### src/hdl/gf_ram.sv
// ---------------------------------------------------------------------------
// gf_ram
// Generic single-write, single-read RAM with registered, enabled read.
// ---------------------------------------------------------------------------
module gf_ram #(
	parameter int WIDTH = 8,
	parameter int DEPTH = 256
) (
	input  logic                     clk,
	input  logic                     we,
	input  logic [$clog2(DEPTH)-1:0] waddr,
	input  logic [WIDTH-1:0]         wdata,
	input  logic                     re,
	input  logic [$clog2(DEPTH)-1:0] raddr,
	output logic [WIDTH-1:0]         rdata
);

	logic [WIDTH-1:0] mem [DEPTH];

	always_ff @(posedge clk) begin
		if (we) begin
			mem[waddr] <= wdata;
		end
		if (re) begin
			rdata <= mem[raddr];
		end
	end

endmodule

### config.mk
export PLATFORM = sky130hd
export DESIGN_NAME = gf_ram
export DESIGN_NICKNAME = d
export VERILOG_FILES = /design/src/hdl/gf_ram.sv
export SDC_FILE = /design/constraint.sdc
export NUM_CORES = 2
export LEC_CHECK = 0
export ABC_CLOCK_PERIOD_IN_PS = 2700
export BUFFER_PORTS_ARGS = -buffer_cell sky130_fd_sc_hd__clkbuf_2
export CAP_MARGIN = 40
export CORE_ASPECT_RATIO = 1.75
export CORE_MARGIN = 2
export CORE_UTILIZATION = 35
export DETAILED_ROUTE_END_ITERATION = 16
export PLACE_DENSITY = 0.5
export SETUP_SLACK_MARGIN = 0.05
export SLEW_MARGIN = 20
export SYNTH_ARGS = -nofsm -noshare
export SYNTH_HDL_FRONTEND = slang
export SYNTH_SLANG_ARGS = --single-unit
### constraint.sdc
create_clock -name clk -period 2.7 [get_ports clk]
set_input_delay 0.135 -clock clk [delete_from_list [all_inputs] [get_ports clk]]
set_output_delay 0.135 -clock clk [all_outputs]
set_load 0.02 [all_outputs]
==> results by group <==
Synth
  • Largest family of logic cells by synthesized area: multiplexers
  • Avg Cell Area, Syn: 21.33 um^2
  • Synth Net Count: 3,760
  • Share of the synthesized area in the top cell type: a little under 80%
  • Dominant cell type by area after synthesis: edfxtp_1
  • Asr flop ratio synth: 0%
  • Yosys warnings: 0
  • Post-Synthesis Cells: between 3,000 and 4,000
  • Mapped cell area: ~0.08 mm^2
  • Simple-Gate Fraction of Synth Area: 2.625%
  • Post-synthesis mux area share: 14.60%
  • Register area share after synthesis: between 70 and 80%
  • Post-synthesis cell type count: 54
  • Post-synth EDFFs: 2,056
  • Synth top area cells: edfxtp_1 (78%), mux4_2 (13%), mux2i_1 (1.7%), nor2_1 (1.3%), a22oi_1 (1.3%)
  • Synth Area in XOR/XNOR: 0%
  • Main synth FF type: edfxtp_1
  • Adder-Cell Fraction of Synth Area: 0%
  • Flops & latches, synth: just over 2,000
  • Compound-cell area share of the yosys netlist: under 10%

Worst setup path
  • Crit Reg-Reg Endpoint: rdata[7]$_DFFE_PP_
  • WP buf/inv: 1
  • Arrival time worst endpoint: 3.28 ns
  • R2R depth: 7
  • Crit. End Element: register
  • Critical path type: register to register
  • Required time worst endpoint: between 3 and 4 ns
  • Critical Path Most Common Cell: mux4_2
  • CP top delay family: multiplexers
  • Crit path to: rdata[7]$_DFFE_PP_
  • Startpoint types: register
  • Critical path's largest stage delay: 0.58 ns
  • Peak fanout along the critical path: 1
  • Slowest cell on the critical path: mux4_2
  • FF-to-FF Start: mem[143][7]$_DFFE_PP_
  • Crit path depth: 7
  • CP cell instances: mux4_2, mux4_2, nor2_1, a2111oi_2, nor3_2, buf_4, nor4_1
  • Launch point of the critical path: mem[143][7]$_DFFE_PP_
  • R2R setup slack: between 0.03 and 0.04 ns

CTS
  • Clock Latency Late Sink: roughly 0.86 ns
  • CTS tree: yes
  • Clock tree buffer depth: 4
  • CTS HTree Levels: 4
  • Clock sink count: between 2,000 and 2,500
  • Post-CTS setup buffers: 0
  • CTS Buf Count: 186
  • CTS clk-pin slew, worst paths: around 0.070 ns
  • Root buf cell: clkbuf_16

STA
  • Clock Skew: approximately 0.07 ns
  • Crit share post-route: 98.55%
  • Worst Max-Slew Pin Slew: approximately 1.2 ns
  • Slew Limit Headroom: approximately 20%
  • Slew Limit Fails: 0
  • Period minus WS final: 2.661 ns
  • FMAX: 375.8 MHz
  • Unrepaired setup endpoints after global routing: true
  • Final worst slack: 0.03908 ns
  • Worst hold margin: 0.1457 ns
  • Endpoints failing setup: 0
  • Final Hold Vio Count: 0
  • Setup TNS: 0 ns

Finish
  • Share of layout cells above drive strength 1: 32.31%
  • Synth-to-Final Area Change: 18.76%
  • Final #Nets: between 4,000 and 5,000
  • Fill cells: ~20,000
  • Commonest non-fill, non-tap cell in the layout: edfxtp_1
  • Final Util: 41.79%
  • Fin area: between 0.09 and 0.1 mm^2
  • Final cell count without fillers: roughly 7,600
  • Commonest cells after routing, fill and taps aside: edfxtp_1 (2,056), buf_4 (622), mux4_2 (454)

Die
  • CORE AREA: between 0.2 and 0.25 mm^2
  • Die height: 635.0 um
  • Die Width: approximately 360 um
  • Rows: between 200 and 250
  • Die ar.: 0.2315 mm^2
  • Io pins: 35
  • Initial core utilization: a little over a third

Detailed routing
  • DR iter-0 viols: approximately 3,300
  • Drt total wl: between 200,000 and 250,000 um
  • Routed Antenna Nets: 0
  • Via/cell ratio: between 5 and 6
  • DRT Pass-1 Iters: 7
  • Routed vias: between 40,000 and 50,000
  • WL/cell: about 30 um
  • DRC Markers: 0

Worst hold path
  • Hold Crit Start: waddr[7]
  • Worst hold path class: input pin to register
  • Hold Crit Depth: 3

Place
  • Post-Place Cells: 7,262
  • Port-buffer cells: 34
  • Placer Congestion: ~0.86
  • Placed inst area: between 0.08 and 0.09 mm^2
  • Post-DP HPWL: about 160,000 um
  • Worst slack at placement: -0.6254 ns

Pwr
  • Peak VDD IR: between 0.4 and 0.5 mV
  • PwrDens: between 600 and 700 mW/mm^2
  • LEAKAGE: around 30 nW
  • Final Power: about 65 mW

Global route
  • Initial antenna violation count: 9
  • First-pass GRT wire length: roughly 330,000 um
  • Vias in the first global route: roughly 42,000
  • Grt total ovfl: 0
  • Pin count of the biggest net entering global routing: about 110
  • Total GRT Usage: between 15 and 20%

Status
  • Outcome: finished clean

Run
  • Max-Cap Viols: 0
-- worst min-delay path by stage --
stage | end | slack (ns)
floorplan | mem[0][0]$_DFFE_PP_ | 0.23
global placement | mem[114][1]$_DFFE_PP_ | 0.58
detailed placement | mem[114][1]$_DFFE_PP_ | 0.59
CTS | mem[4][1]$_DFFE_PP_ | 0.06
global route | mem[4][1]$_DFFE_PP_ | 0.17
finish | mem[248][2]$_DFFE_PP_ | 0.15
-- where the power goes --
part	internal, mW	switching [mW]
Sequential	35.2	0.0382
Combinational	1.53	2.38
Clock	14.4	11.5
Total	51.1	14.0
-- cells in the mapped netlist (3+ instances only) --
cell type     n
a211oi_1     16
a21oi_1      96
a221oi_1     13
a22o_1        8
a22oi_1     133
and2_1        6
buf_1        22
buf_12        8
buf_2        31
buf_4        27
buf_6        21
buf_8        13
clkbuf_1    111
edfxtp_1   2056
mux2i_1     134
mux4_2      454
nand2_1      33
nand2b_1      8
nand3_1      34
nand4_1      10
nor2_1      282
nor2b_1      31
nor3_1       22
nor4_1       24
nor4_2        3
o211ai_1     10
o21ai_0      10
o221ai_1     46
o22a_1        5
o22ai_1      28
o32ai_1       4
or2_2         4
-- area by class of cell --
type                       instances  area (um^2)  share of cell area (%)
timing repair buffer             750         6676                   7.059
inverter                           2        7.507                0.007938
clock inverter                    95        882.1                  0.9327
multi-input combinational       1442        16610                   17.56
tap                             3029         3790                   4.007
sequential                      2056        61740                   65.28
clock buffer                     226         4868                   5.148
antenna                            2        5.005                0.005292
-- state kept, by name, summed over array words and instances (netlist names) --
name	flops
rdata	8
mem	2048
-- cell families after synthesis --
kind of cell,Yosys count
simple gates,466
mux,591
compound gates,385
flops,2056
buf+inv,235
-- worst register-to-register path, delay by kind of cell, from the launching register on --
kind	cells	cell delay (ns)
AO/OA/AOI/OAI	1	0.10
multiplexers	2	1.07
buffers and inverters	1	0.18
flip-flops	1	0.40
AND/OR/NAND/NOR	3	0.71
-- what timing repair did --
action	CTS	global route
pin swaps	1	1
hold buffers	16	0
endpoints found under the hold margin	864	0
resized for setup	11	5
setup endpoints to repair	5	3
-- metal layers --
metal	up-vias	global-route usage (%)	share of wire (%)
li1	17060	-	-
met2	944	38.26	56
met3	343	2.175	3.7
met4	6	7.597	4.1
met5	-	0	0.018
met1	21730	22.23	36
Power figures use the tool's default switching activity.
